**src/sv/hsfp_fifo.sv**
```systemverilog
// Small register-based FIFO used for the front/back queue and the result queue.
// No dependencies. DEPTH must be a power of two.
module hsfp_fifo #(
  parameter int unsigned WIDTH = 8,
  parameter int unsigned DEPTH = 4
) (
  input  logic                       clk,
  input  logic                       rst_n,
  input  logic                       push_i,
  input  logic [WIDTH-1:0]           wdata_i,
  output logic                       full_o,
  input  logic                       pop_i,
  output logic [WIDTH-1:0]           rdata_o,
  output logic                       empty_o,
  output logic [$clog2(DEPTH):0]     count_o
);

  localparam int unsigned AW = $clog2(DEPTH);

  logic [WIDTH-1:0] mem_r [DEPTH];
  logic [AW-1:0]    wr_ptr_r, rd_ptr_r;
  logic [AW:0]      count_r;
  logic             do_push, do_pop;

  assign full_o  = (count_r == (AW+1)'(DEPTH));
  assign empty_o = (count_r == '0);
  assign count_o = count_r;
  assign rdata_o = mem_r[rd_ptr_r];
  assign do_push = push_i && !full_o;
  assign do_pop  = pop_i && !empty_o;

  always_ff @(posedge clk) begin
    if (!rst_n) begin
      wr_ptr_r <= '0;
      rd_ptr_r <= '0;
      count_r  <= '0;
    end else begin
      if (do_push) wr_ptr_r <= wr_ptr_r + AW'(1);
      if (do_pop)  rd_ptr_r <= rd_ptr_r + AW'(1);
      if (do_push && !do_pop)      count_r <= count_r + (AW+1)'(1);
      else if (do_pop && !do_push) count_r <= count_r - (AW+1)'(1);
    end
  end

  always_ff @(posedge clk) begin
    if (do_push) mem_r[wr_ptr_r] <= wdata_i;
  end

endmodule

```
**config.mk**
```make
export PLATFORM = sky130hd
export DESIGN_NAME = hsfp_fifo
export DESIGN_NICKNAME = d
export VERILOG_FILES = /design/src/sv/hsfp_fifo.sv
export SDC_FILE = /design/constraint.sdc
export NUM_CORES = 1
export LEC_CHECK = 0
export BUFFER_PORTS_ARGS = -buffer_cell sky130_fd_sc_hd__buf_2
export CORE_MARGIN = 3
export CORE_UTILIZATION = 45
export CTS_CLUSTER_DIAMETER = 120
export DETAILED_ROUTE_END_ITERATION = 16
export GPL_TIMING_DRIVEN = 0
export PLACE_DENSITY = 0.77
export SLEW_MARGIN = 20
export SYNTH_ARGS = -nofsm -noshare
export SYNTH_HDL_FRONTEND = slang
export SYNTH_SLANG_ARGS = --single-unit
```
**constraint.sdc**
```tcl
create_clock -name clk -period 2.1 [get_ports clk]
set_input_delay 0.21 -clock clk [delete_from_list [all_inputs] [get_ports clk]]
set_output_delay 0.21 -clock clk [all_outputs]
set_load 0.05 [all_outputs]
```
# Word level (Yosys, flattened, before mapping)
# Memory sizes are Yosys's and may differ from the RTL's. A register that Yosys moved wholly into a read port is not among the register bits.
# Index checks and enable logic that the tools add are counted.
# W data, S select, Z words.
word_totals:
  memories: 1
  mem_bits_rw: 32
  regBits: 7
  elab_cells: 25
  out_inout_bits: 13
op_classes:
  reduce_logical: 10
  muxes: 6
  addsub: 4
  eq_ne: 1
mem_list:
  columns: ["name", "depth", "width", "rd", "rd_ports_with_merged_regs", "wr", "line", "source"]
  rows:
  - ["mem_r", 4, 8, 1, 1, 1, "20", "logic [WIDTH-1:0] mem_r [DEPTH];"]
op_table:
  columns: ["cell", "count"]
  rows:
  - ["$mux W3", 2]
  - ["$add A2 B1 Y2 const B", 2]
  - ["$logic_and A1 B1 Y1", 4]
  - ["$logic_not A1 Y1", 4]
  - ["$mux W2", 2]
  - ["$add A3 B1 Y3 const B", 1]
  - ["$eq A3 B3 Y1 const B", 1]
  - ["$logic_not A3 Y1", 1]
  - ["$sub A3 B1 Y3 const B", 1]
  - ["$mux W1", 2]
  - ["$reduce_bool A2 Y1", 1]

# Depth between registers and ports, before layout
depth:
  word_depth: 7
  depth_mapped: 9
  depth_no_buf: 8

# Worst setup path after synthesis
# No wires, ideal clock.
synth_path:
  kind: "register to register"
  startpoint: "register count_r[2], in the netlist count_o[2]"
  endpoint: "register count_r[2], in the netlist count_o[2]"
  t_required_ns: 2.030
  path_buffers: 1
  setup_ns: 0.070
  path_stages_with_launch: 10
  t_arrival_ns: 2.701
  setup_slack_ns: -0.671
  synth_period_minus_slack_ns: 2.771
  path_cell_list: "dfxtp_1 > nor3b_2 > nor2b_1 > buf_6 > ha_1 > inv_1 > fa_1 > xor2_1 > or3_1 > a21boi_1"
synth_between:
  elab_chain_len: 6
  word_cells_on_any_way: 15
synth_lines:
  columns: ["item", "line", "source"]
  rows:
  - ["start, declared", "22", "logic [AW:0] count_r;"]
  - ["start signal, assigned", "40", "if (do_push && !do_pop) count_r <= count_r + (AW+1)'(1);"]
  - ["start signal, assigned", "41", "else if (do_pop && !do_push) count_r <= count_r - (AW+1)'(1);"]
  - ["$eq A3 B3 Y1 (*)", "25", "assign full_o = (count_r == (AW+1)'(DEPTH));"]
  - ["via full_o", "11", "output logic full_o,"]
  - ["$logic_not A1 Y1 (*)", "29", "assign do_push = push_i && !full_o;"]
  - ["$logic_and A1 B1 Y1 (*)", "29", null]
  - ["via do_push", "23", "logic do_push, do_pop;"]
  - ["$logic_not A1 Y1", "41", null]
  - ["$logic_and A1 B1 Y1", "41", null]
  - ["$reduce_bool A2 Y1 (no source line)", null, null]
# Mark *: on every way through the listed nets, which the timed path passes. The rest lies on a longest branch. The select of a mux whose other input is x is not followed.
# A chain may end at the register's enable or synchronous reset.

# Worst setup path in the final report
layout_path:
  startpoint: "register count_r[1], in the netlist count_o[1]"
  endpoint: "register count_r[2], in the netlist count_o[2]"
layout_between:
  elab_chain_len: 6
  word_cells_on_any_way: 15
layout_lines:
  columns: ["item"]
  rows:
  - ["parallel branches: the longest is 6 deep, another holds $sub A3 B1 Y3"]
# Parallel ways; which one is timed is not known. The select of a mux whose other input is x is not followed.

==> out/qor.csv <==
stage,metric,value,unit
drt,final WL,2560,um
critical_path,critical path's top delay family,adder cells,
clock_network,worst-skew pair later-pin latency,0.34,ns
critical_path,Crit path largest cell delay,0.39,ns
critical_path,worst path cell trace,o31ai_2 > ha_4 > inv_2 > fa_2 > xor2_1 > or3_1 > a21boi_1,
final_layout,P&R area growth vs syn,15.5,%
yosys,Post-Synth Simple-Gate Area,6.18,%
final_layout,diodes inserted,0,
final_layout,layout cell share with drive strength beyond 1,38.8,%
yosys,Synth area leaders,"edfxtp_1 59%, dfxtp_1 11%, mux4_2 11%, ha_1 3.8%, and2_1 3.1%",
critical_path,Reg-to-Reg End,count_o[2],
clock_network,CTS Buffer Depth,2,
yosys,predominant post-synthesis flop cell,edfxtp_1,
yosys,synth unique cells,23,
power_and_ir_drop,Net Sw Power,950,uW
yosys,Synthesized Nets,108,
yosys,YS warnings,0,
sta,"Min Clock Period, post-route",2.02,ns
power_and_ir_drop,total power draw,2.44,mW
global_routing,initial antenna violation count,0,
clock_network,clock-pin slew on the worst setup and hold paths,0.10,ns
drt,drt drc,0,
clock_network,# hold bufs at CTS,0,
final_layout,Non-Filler Instances,167,
power_and_ir_drop,Max IR drop VDD,0.000609,V
yosys,Post-Synth Adder-Cell Area,5.04,%
yosys,mux share of post-synthesis cell area,12.8,%
floorplan,Die Span X,66.4,um
placement,IO Port Bufs,23,
sta,clock skew,0.00473,ns
floorplan,core area,3420,sq um
clock_network,postcts setup bufs,0,
yosys,number of flops mapped to enable cells by yosys,32,
worst_hold_path,HP Class,input port to flop,
floorplan,Die ar.,4400,sq um
power_and_ir_drop,Comb pwr share,40.9,%
power_and_ir_drop,LEAKAGE,0.678,nW
critical_path,CP Data Arrival Time,2.28,ns
critical_path,Crit-path slowest cell,dfxtp_2,
clock_network,H-tree level count,2,
yosys,cell count after synthesis,90,
drt,DR vias/cell,5.01,
global_routing,wire length of the first global-routing pass,4020,um
yosys,Synth area leader,edfxtp_1,
global_routing,largest net degree at the start of global routing,12,
final_layout,nets@finish,138,
run,max_cap viols,0,
power_and_ir_drop,Reg power frac,44.7,%
critical_path,crit path launch type,flop,
drt,DRT Pass-1 Iters,4,
critical_path,crit-path max FO,7,
floorplan,row count,21,
yosys,Syn Area/Cell,18.2,sq um
sta,final setup vio count,0,
worst_hold_path,hold depth,1,
critical_path,crit path launch,count_o[1],
placement,placed insts,159,
drt,routed len/inst,15.3,um
yosys,Compound-Gate Fraction of Synth Area,2.06,%
critical_path,reg2reg path depth,7,
drt,via count,837,
global_routing,total grt overflow,0,
power_and_ir_drop,Pint,1.49,mW
power_and_ir_drop,clock share of power,14.4,%
yosys,Post-Synth XOR/XNOR Area,2.14,%
global_routing,vias in the first global route,853,
sta,measured slew at the worst slew-check pin,0.488,ns
critical_path,crit path capture,count_o[2],
sta,f_max,496,MHz
clock_network,Num CTS Buffers,5,
sta,RSZ-0062 raised after global routing,false,
clock_network,Root Buffer,clkbuf_4,
drt,DRT iter0 DRCs,39,
sta,fin. max-slew vios,0,
yosys,Post-Syn Area,1640,sq um
placement,Placer Congestion,0.670,
critical_path,CP Class,flop to flop,
critical_path,Crit Reg-Reg Startpoint,count_o[1],
global_routing,gr usage total,13.0,%
floorplan,die height,66.4,um
clock_network,CTS tree,yes,
drt,Routed Antenna Nets,0,
final_layout,most frequent cells in the layout,"32 x edfxtp_1, 24 x buf_2, 8 x mux4_2, 8 x and2_1, 6 x dfxtp_1",
yosys,largest family of logic cells by synthesized area,multiplexers,
yosys,post-synthesis sequential area ratio,69.6,%
floorplan,Initial Utilization,48.0,%
floorplan,I/O Pins,25,
power_and_ir_drop,Sw Ratio,38.9,%
yosys,#FFs+latches synth,41,
clock_network,CTS sink cnt,41,
critical_path,Levels on crit path,7,
placement,DPL Wire Length,1840,um
critical_path,WP buf/inv,1,
power_and_ir_drop,Pwr Density,1290,nW/um^2
sta,Slew Limit Headroom,67.5,%
critical_path,internal reg-to-reg setup slack,0.08,ns
yosys,share of the synthesized area in the top cell type,58.6,%
critical_path,Worst setup EP type,flop,
sta,Final period util,96.0,%
final_layout,"most common cell after layout, fill and taps aside",edfxtp_1,
sta,count of final hold-check violations,0,
yosys,Post-synth ARST share,0,%
critical_path,WP data required,2.37,ns
worst_hold_path,Min-Delay Startpoint,wdata_i[5],
status,status,finished clean,
[repair_timing]
| item | CTS | global route |
|---|---|---|
| gates resized for setup | 0 | 2 |
| hold endpoints to repair | 0 | 0 |
| setup endpoints to repair | 0 | 1 |
[sequential cells by signal (all words and copies together) (netlist names), named ones only]
| name | cells |
|---|---|
| wr_ptr_r | 2 |
| rd_ptr_r | 2 |
| count_o | 3 |
| mem_r | 32 |
[worst min path at each step]
stage	end
after detailed placement	mem_r[2][5]
final	mem_r[0][5]
after global routing	mem_r[3][3]
after global placement	mem_r[1][0]
after CTS	mem_r[1][5]
after floorplan	mem_r[0][0]
[cell families after synthesis]
group,after synthesis
compound gates,4
simple gates,17
fa+ha+maj,6
mux,11
xor+xnor,4
buf+inv,7
flops,41
[area by class of cell]
class,count,area (sq um)
inverters,3,11.3
fillers,287,1520
well taps,46,57.6
multi-input cells,42,487
clock buffers,8,48.8
flip-flops and latches,41,1150
plain buffers,4,23.8
repair buffers,23,115
[power groups by stage]
stage / registers (mW) / clock network (mW) / logic, mW
global route: 1.11 / 0.393 / 1.06
detailed placement: 1.11 / 0 / 1.01
CTS: 1.09 / 0.367 / 1.01
finish: 1.09 / 0.351 / 0.999
global placement: 1.09 / 0 / 0.986
floorplan: 1.15 / 0 / 0.752
[metrics by stage]
step / setup TNS, ns / hold slack (ns) / setup slack, ns / instance area, sq um / util [%]
2_1_floorplan: -0.182 / 0.309 / -0.0969 / 1670 / -
6_report: 0 / 0.0843 / 0.0833 / 1890 / 55.4
3_5_place_dp: 0 / 0.434 / 0.0862 / 1840 / 53.8
3_3_place_gp: 0 / 0.420 / 0.162 / 1840 / 53.8
5_1_grt: 0 / 0.0663 / 0.0158 / 1890 / 55.4
4_1_cts: 0 / 0.0751 / 0.0631 / 1890 / 55.3
[per-layer routing]
layer | track usage, % | wire (um) | share of wire (%)
met5 | 0 | 0 | 0
met1 | 14.1 | 1030 | 40
met4 | 4.57 | 43 | 1.7
met3 | 5.95 | 159 | 6.2
met2 | 22.2 | 1330 | 52
[synth_stat cells, types with 2 or more instances]
library cell  count
mux4_2            8
and2_1            8
nand2_1           4
mux2i_1           3
nor2b_1           2
edfxtp_1         32
inv_1             3
xnor2_1           3
dfxtp_1           9
ha_1              5
Power figures use the tool's default switching activity.
