==> src/sv/hsfp_pkg.sv <==
// Shared types and constants for the five-point heat stencil.
// No dependencies; imported by every module of the block except hsfp_fifo.
package hsfp_pkg;

  localparam int unsigned CFG_COLS_W  = 11;
  localparam int unsigned CFG_ROWS_W  = 16;
  localparam int unsigned CFG_RATIO_W = 16;
  localparam int unsigned CFG_DATA_W  = 16;
  localparam int unsigned CFG_IDX_W   = 2;
  localparam int unsigned ROW_CNT_W   = CFG_ROWS_W + 1;
  // fractional bits of the Q0.16 coefficient
  localparam int unsigned RATIO_FRAC  = 16;

  localparam logic [CFG_COLS_W-1:0]  COLS_RST  = 11'd1024;
  localparam logic [CFG_ROWS_W-1:0]  ROWS_RST  = 16'd1024;
  localparam logic [CFG_RATIO_W-1:0] RATIO_RST = 16'd16384;

  typedef enum logic [CFG_IDX_W-1:0] {
    IDX_INTERIOR_COLS   = 2'd0,
    IDX_INTERIOR_ROWS   = 2'd1,
    IDX_DIFFUSION_RATIO = 2'd2
  } cfg_idx_t;

  typedef struct packed {
    logic [CFG_COLS_W-1:0]  interior_cols;
    logic [CFG_ROWS_W-1:0]  interior_rows;
    logic [CFG_RATIO_W-1:0] diffusion_ratio;
  } hsfp_cfg_t;

  // per-sample classification made by the front end
  typedef struct packed {
    logic mid_en;   // row >= 1: middle line store holds valid data
    logic up_en;    // row >= 2: upper line store holds valid data
    logic produce;  // sample completes an interior stencil
    logic last;     // completes the last interior cell of the grid
  } hsfp_flags_t;

  localparam int unsigned FLAGS_W = $bits(hsfp_flags_t);

endpackage

==> src/sv/hsfp_front.sv <==
// Front end: padded-grid column/row counters and per-sample classification.
// Depends on hsfp_pkg.
module hsfp_front #(
  parameter int unsigned MAX_COLS = 1024
) (
  input  logic                        clk,
  input  logic                        rst_n,
  input  hsfp_pkg::hsfp_cfg_t         cfg_i,
  input  logic                        accept_i,
  output logic [$clog2(MAX_COLS+2)-1:0] col_o,
  output hsfp_pkg::hsfp_flags_t       flags_o
);

  import hsfp_pkg::*;

  localparam int unsigned COL_W = $clog2(MAX_COLS + 2);
  localparam int unsigned PW_W  = (COL_W + 1 > CFG_COLS_W + 1) ? COL_W + 1 : CFG_COLS_W + 1;

  logic [PW_W-1:0]      col_r, col_nxt;
  logic [ROW_CNT_W-1:0] row_r, row_nxt;
  logic [PW_W-1:0]      cols_ext, cols_eff, pw, c_cur, c_inc;
  logic [CFG_ROWS_W-1:0] rows_eff;
  logic [ROW_CNT_W-1:0] ph, r_cur;
  logic [ROW_CNT_W:0]   r_tmp, r_inc;
  logic                 wrap;

  always_comb begin
    cols_ext = PW_W'(cfg_i.interior_cols);
    if (cols_ext == '0)                   cols_eff = PW_W'(1);
    else if (cols_ext > PW_W'(MAX_COLS))  cols_eff = PW_W'(MAX_COLS);
    else                                  cols_eff = cols_ext;
    pw = cols_eff + PW_W'(2);

    rows_eff = (cfg_i.interior_rows == '0) ? CFG_ROWS_W'(1) : cfg_i.interior_rows;
    ph = ROW_CNT_W'(rows_eff) + ROW_CNT_W'(2);

    // a count left past the padded width (after a geometry change) ends the row
    wrap  = (col_r >= pw);
    c_cur = wrap ? '0 : col_r;
    r_tmp = wrap ? (ROW_CNT_W+1)'(row_r) + (ROW_CNT_W+1)'(1) : (ROW_CNT_W+1)'(row_r);
    r_cur = (r_tmp >= (ROW_CNT_W+1)'(ph)) ? '0 : r_tmp[ROW_CNT_W-1:0];

    c_inc = c_cur + PW_W'(1);
    r_inc = (ROW_CNT_W+1)'(r_cur) + (ROW_CNT_W+1)'(1);
    if (c_inc >= pw) begin
      col_nxt = '0;
      row_nxt = (r_inc >= (ROW_CNT_W+1)'(ph)) ? '0 : r_inc[ROW_CNT_W-1:0];
    end else begin
      col_nxt = c_inc;
      row_nxt = r_cur;
    end

    col_o           = c_cur[COL_W-1:0];
    flags_o.mid_en  = (r_cur != '0);
    flags_o.up_en   = (r_cur >= ROW_CNT_W'(2));
    flags_o.produce = (r_cur >= ROW_CNT_W'(2)) && (c_cur >= PW_W'(2));
    flags_o.last    = (c_cur == pw - PW_W'(1)) && (r_cur == ph - ROW_CNT_W'(1));
  end

  always_ff @(posedge clk) begin
    if (!rst_n) begin
      col_r <= '0;
      row_r <= '0;
    end else if (accept_i) begin
      col_r <= col_nxt;
      row_r <= row_nxt;
    end
  end

  // the last-cell flag only ever rides on a result-producing sample
  a_last_produces: assert property (@(posedge clk) disable iff (!rst_n)
    (accept_i && flags_o.last) |-> flags_o.produce)
    else $error("last flag on a sample that produces no result");

  // padded width is at least three, so the column always moves
  a_col_moves: assert property (@(posedge clk) disable iff (!rst_n)
    accept_i |=> (col_r != $past(col_r)))
    else $error("column counter stuck after a transaction");

endmodule

==> config.mk <==
export PLATFORM = sky130hd
export DESIGN_NAME = hsfp_front
export DESIGN_NICKNAME = d
export VERILOG_FILES = /design/src/sv/hsfp_pkg.sv /design/src/sv/hsfp_front.sv
export SDC_FILE = /design/constraint.sdc
export NUM_CORES = 1
export LEC_CHECK = 0
export BUFFER_PORTS_ARGS = -buffer_cell sky130_fd_sc_hd__buf_2
export CAP_MARGIN = 0
export CORE_MARGIN = 8
export CORE_UTILIZATION = 45
export CTS_CLUSTER_SIZE = 20
export DETAILED_ROUTE_END_ITERATION = 7
export SETUP_SLACK_MARGIN = 0.1
export SLEW_MARGIN = 25
export SYNTH_ARGS = -nofsm -noshare
export SYNTH_HDL_FRONTEND = slang
export SYNTH_SLANG_ARGS = --single-unit
==> constraint.sdc <==
create_clock -name clk -period 14.95 [get_ports clk]
set_input_delay 2.99 -clock clk [delete_from_list [all_inputs] [get_ports clk]]
set_output_delay 2.99 -clock clk [all_outputs]
set_load 0.05 [all_outputs]
Yosys cells after proc, flatten, opt, wreduce, memory -nomap -nowiden:

Cells that the tools add are included.

* bits in registers: 29
* input port bits: 46
* output and inout port bits: 15
* logic and storage cells: 32

* $add $sub $neg: 7
* magnitude comparators: 7
* eq/ne operators: 2
* muxes and demuxes: 9
* reduce and logical (&&, ||, !) cells: 5

Operators with widths (count)
* $mux W17: 3
* $add A17 B1 Y18 const B: 2
* $ge A18 B17 Y1: 2
* $ge A12 B12 Y1: 2
* $mux W12: 2
* $mux W11: 2
* $mux W18: 1
* $add A16 B2 Y17 const B: 1
* $eq A17 B17 Y1: 1
* $ge A17 B2 Y1 const B: 1
* $reduce_bool A17 Y1: 1
* $sub A17 B1 Y17 const B: 1
* $logic_not A16 Y1: 1
* $mux W16: 1
* $add A12 B1 Y12 const B: 1
* $add A12 B2 Y12 const B: 1
* $eq A12 B12 Y1: 1
* $ge A12 B2 Y1 const B: 1
* $sub A12 B1 Y12 const B: 1
* $gt A11 B11 Y1 const B: 1
* $logic_not A11 Y1: 1
* $logic_and A1 B1 Y1: 2

Depth between registers and ports, before layout:

* word-level depth: 12
* mapped depth: 43
* mapped depth without buffers: 39

Worst setup path after synthesis:

OpenSTA, ideal clock, no wires.

* path kind: input-to-output
* from: in cfg_i[35] (netlist name)
* to: out flags_o[0] (netlist name)
* arrival: 10.933 ns
* required time: 11.960 ns
* path slack: 1.027 ns
* stages: 33
* cell sequence: buf_4 -> or4_1 -> nor3_1 -> o21ai_0 -> inv_1 -> ha_1 -> nor2b_1 -> o21ai_0 -> o221a_1 -> maj3_4 -> o21ai_4 -> buf_6 -> nand2_1 -> buf_6 -> xnor2_1 -> ha_1 -> nand2b_1 -> a21oi_1 -> nor2b_1 -> o21ai_0 -> a221o_1 -> a31oi_1 -> or2_2 -> clkbuf_1 -> nor2_1 -> ha_1 -> o211a_1 -> o221ai_1 -> a21oi_1 -> o2111ai_1 -> nor4_1 -> or4b_1 -> nor4_1

RTL lines
* start, declared: RTL line hsfp_front.sv:8 `input hsfp_pkg::hsfp_cfg_t cfg_i,`
* end, declared: RTL line hsfp_front.sv:11 `output hsfp_pkg::hsfp_flags_t flags_o`

==> flow_metrics.env <==
export IMPL_peakVddDrop_uv=50.3
export IMPL_ys_flop_type="dfxtp_1"
export IMPL_synth_adder_area_share_pct=11.4
export IMPL_synth_simple_area_share_pct=31.9
export IMPL_wl_mm=19.1
export IMPL_async_flop_share_pct=0
export IMPL_initial_core_util_pct=45.2
export IMPL_ys_types=104
export IMPL_p_switching_mw=0.143
export IMPL_core_area_um2=13700
export IMPL_grt_pass1_wl_mm=31.3
export IMPL_timing_critical_path_slowest_cell_delay_ns=0.46
export IMPL_viasPerCell=6.19
export IMPL_fmax_mhz=72.8
export IMPL_drtIter0Drc=479
export IMPL_clock_path_buffers=2
export IMPL_switching_share_pct=39.5
export IMPL_grt_pass1_vias=5890
export IMPL_postRouteAntennaNets=0
export IMPL_leakage_nw=2.61
export IMPL_startpoint="cfg_i[42]"
export IMPL_fin_nets=957
export IMPL_holdWs_ns=0.565
export IMPL_cp_data_arrival_time_ns=10.75
export IMPL_cp_common_cell="ha_1"
export IMPL_synth_xor_area_share_pct=12.2
export IMPL_htreeDepth=2
export IMPL_die_height_um=133
export IMPL_internal_power_mw=0.219
export IMPL_syn_inst=859
export IMPL_p_total_mw=0.363
export IMPL_firstDrtPassIters=7
export IMPL_ys_seq_elements=29
export IMPL_cts_reportedPaths_clkPinSlew_ns=0.05
export IMPL_place_gp_congestion=0.918
export IMPL_rsz0062_at_grt="no"
export IMPL_tightest_slew_ns=0.911
export IMPL_drc_errors=0
export IMPL_min_path_type="register to register"
export IMPL_status="complete, no violations"
export IMPL_fin_worst_skew_ns=0.00532
export IMPL_yosys_top_cells_area="ha_1 (11%), dfxtp_1 (9.4%), xnor2_1 (6.1%)"
export IMPL_root_buffer="clkbuf_16"
export IMPL_startpoint_type="input port"
export IMPL_dp_cells=1029
export IMPL_cp_max_fo=24
export IMPL_netlist_area_um2=6180
export IMPL_fin_crit_sh_pct=91.9
export IMPL_finalSetupTns_ns=0
export IMPL_wire_per_inst_um=18.4
export IMPL_hold_viol_final=0
export IMPL_setup_ws_ns=1.21
export IMPL_core_rowCount=43
export IMPL_synth_edf_count=0
export IMPL_synth_avg_cell_area_um2=7.19
export IMPL_power_frac_comb_pct=41.3
export IMPL_pin_count=61
export IMPL_overflow=0
export IMPL_cts_tree="yes"
export IMPL_cp_required_ns=11.96
export IMPL_dpl_cell_area_um2=6350
export IMPL_powerDensity_nw_per_um2=55.6
export IMPL_period_minus_slack_ns=13.74
export IMPL_yosys_warnings=0
export IMPL_p_seq_share_pct=24.4
export IMPL_synth_compound_area_share_pct=25.6
export IMPL_cts_setup_buffers=0
export IMPL_yosys_area_top_type="ha_1"
export IMPL_synth_top_area_share_pct=11.1
export IMPL_synth_common_cells="nand2_1 (82), nor2_1 (67), ha_1 (55)"
export IMPL_area_growth_pct=5.65
export IMPL_synth_top_family_by_area="simple AND/OR/NAND/NOR gates"
export IMPL_setup_violations=0
export IMPL_grt_usage_pct=21.3
export IMPL_vias=6417
export IMPL_path_class="input port to primary output"
export IMPL_numPortBuffers=44
export IMPL_clk_latency_ns=0.29
export IMPL_pre_cts_ws_ns=1.37
export IMPL_hold_depth=2
export IMPL_synth_area_mux_share_pct=2.71
export IMPL_min_delay_start="row_r[12]"
export IMPL_finalMaxSlewViolations=0
export IMPL_crit_path_end_kind="primary output"
export IMPL_stdcell_count=1037
export IMPL_postLayoutCellArea_um2=6530
export IMPL_power_frac_clock_pct=34.2
export IMPL_yosysMostFrequentCell="nand2_1"
export IMPL_antenna_found_initial=0
export IMPL_dieArea_um2=17700
export IMPL_drive_gt1_share_pct=12.0
export IMPL_die_w_um=133
export IMPL_dp_hpwl_mm=14.9
export IMPL_drv_cap=0
export IMPL_cpMaxStageDelayCell="or4b_1"
export IMPL_yosysSeqAreaShare_pct=9.40
export IMPL_cts_buffers=5
export IMPL_slew_headroom_pct=39.3
export IMPL_cts_hold_buf=0
export IMPL_post_cts_resized=0
export IMPL_reg2regPathDepth=33
export IMPL_grt_max_degree=57
export IMPL_r2r_start="col_r[9]"
export IMPL_diodes=0
export IMPL_final_util_pct=47.8
export IMPL_clock_sinks=29
area by class of cell:
| cell class | instances | area [um2] |
|---|---|---|
| Fill cell | 1417 | 7140 |
| Multi-Input combinational cell | 743 | 5190 |
| Sequential cell | 29 | 581 |
| Timing Repair Buffer | 48 | 250 |
| Tap cell | 180 | 225 |
| Clock buffer | 6 | 139 |
| Inverter | 29 | 109 |
| Clock inverter | 2 | 37.5 |
final timing paths:
kind              slack, ns         end
setup / recovery       1.21  flags_o[0]
hold / removal         0.57   row_r[12]
setup reg to reg       5.51   row_r[14]
hold reg to reg        0.57   row_r[12]
critical path, delay by kind of cell:
family / cells / cell delay [ns]
AND/OR/NAND/NOR: 8 / 2.08
adder cells (fa/ha/maj): 4 / 1.19
multiplexers: 1 / 0.35
AO/OA/AOI/OAI: 12 / 2.39
buffers and inverters: 7 / 1.71
cell usage in the layout (no fill, tap or decap), types with 28 or more instances in the layout:
| cell | instances |
|---|---|
| ha_1 | 55 |
| dfxtp_1 | 29 |
| xor2_1 | 39 |
| inv_1 | 28 |
| nand3_1 | 52 |
| buf_2 | 44 |
| xnor2_1 | 43 |
| o21ai_0 | 49 |
| nand2_1 | 82 |
| a21oi_1 | 30 |
| nor2_1 | 67 |
power groups by stage:
stage                     clock network [mW]  logic [mW]  registers (mW)
final                                  0.124       0.150          0.0886
after global routing                   0.130       0.167          0.0893
after global placement                     0       0.145          0.0898
after floorplan                            0       0.114          0.0859
after detailed placement                   0       0.147          0.0899
after CTS                              0.125       0.148          0.0882
kinds of logic (layout without fill, tap and decap cells):
logic type,Yosys count,in the layout
buffers and inverters,88,85
AND/OR/NAND/NOR,369,369
XOR/XNOR,84,84
other,1,2
flip-flops,29,29
multiplexers,15,15
AO/OA/AOI/OAI,217,217
adder cells (fa/ha/maj),56,56
metal layers:
layer	GRT usage [%]	wire length [um]	vias up	share of wire [%]
li1	-	-	3155	-
met1	30.8	9340	3011	49
met2	32.8	8410	237	44
met3	2.22	1120	14	5.9
met4	5.05	235	0	1.2
met5	0	0	-	0
sequential cells by signal, summed over array words and instances, names as in the netlist:
| name | count |
|---|---|
| col_r | 12 |
| row_r | 17 |
Note: power is estimated with default switching activity, not from simulation.
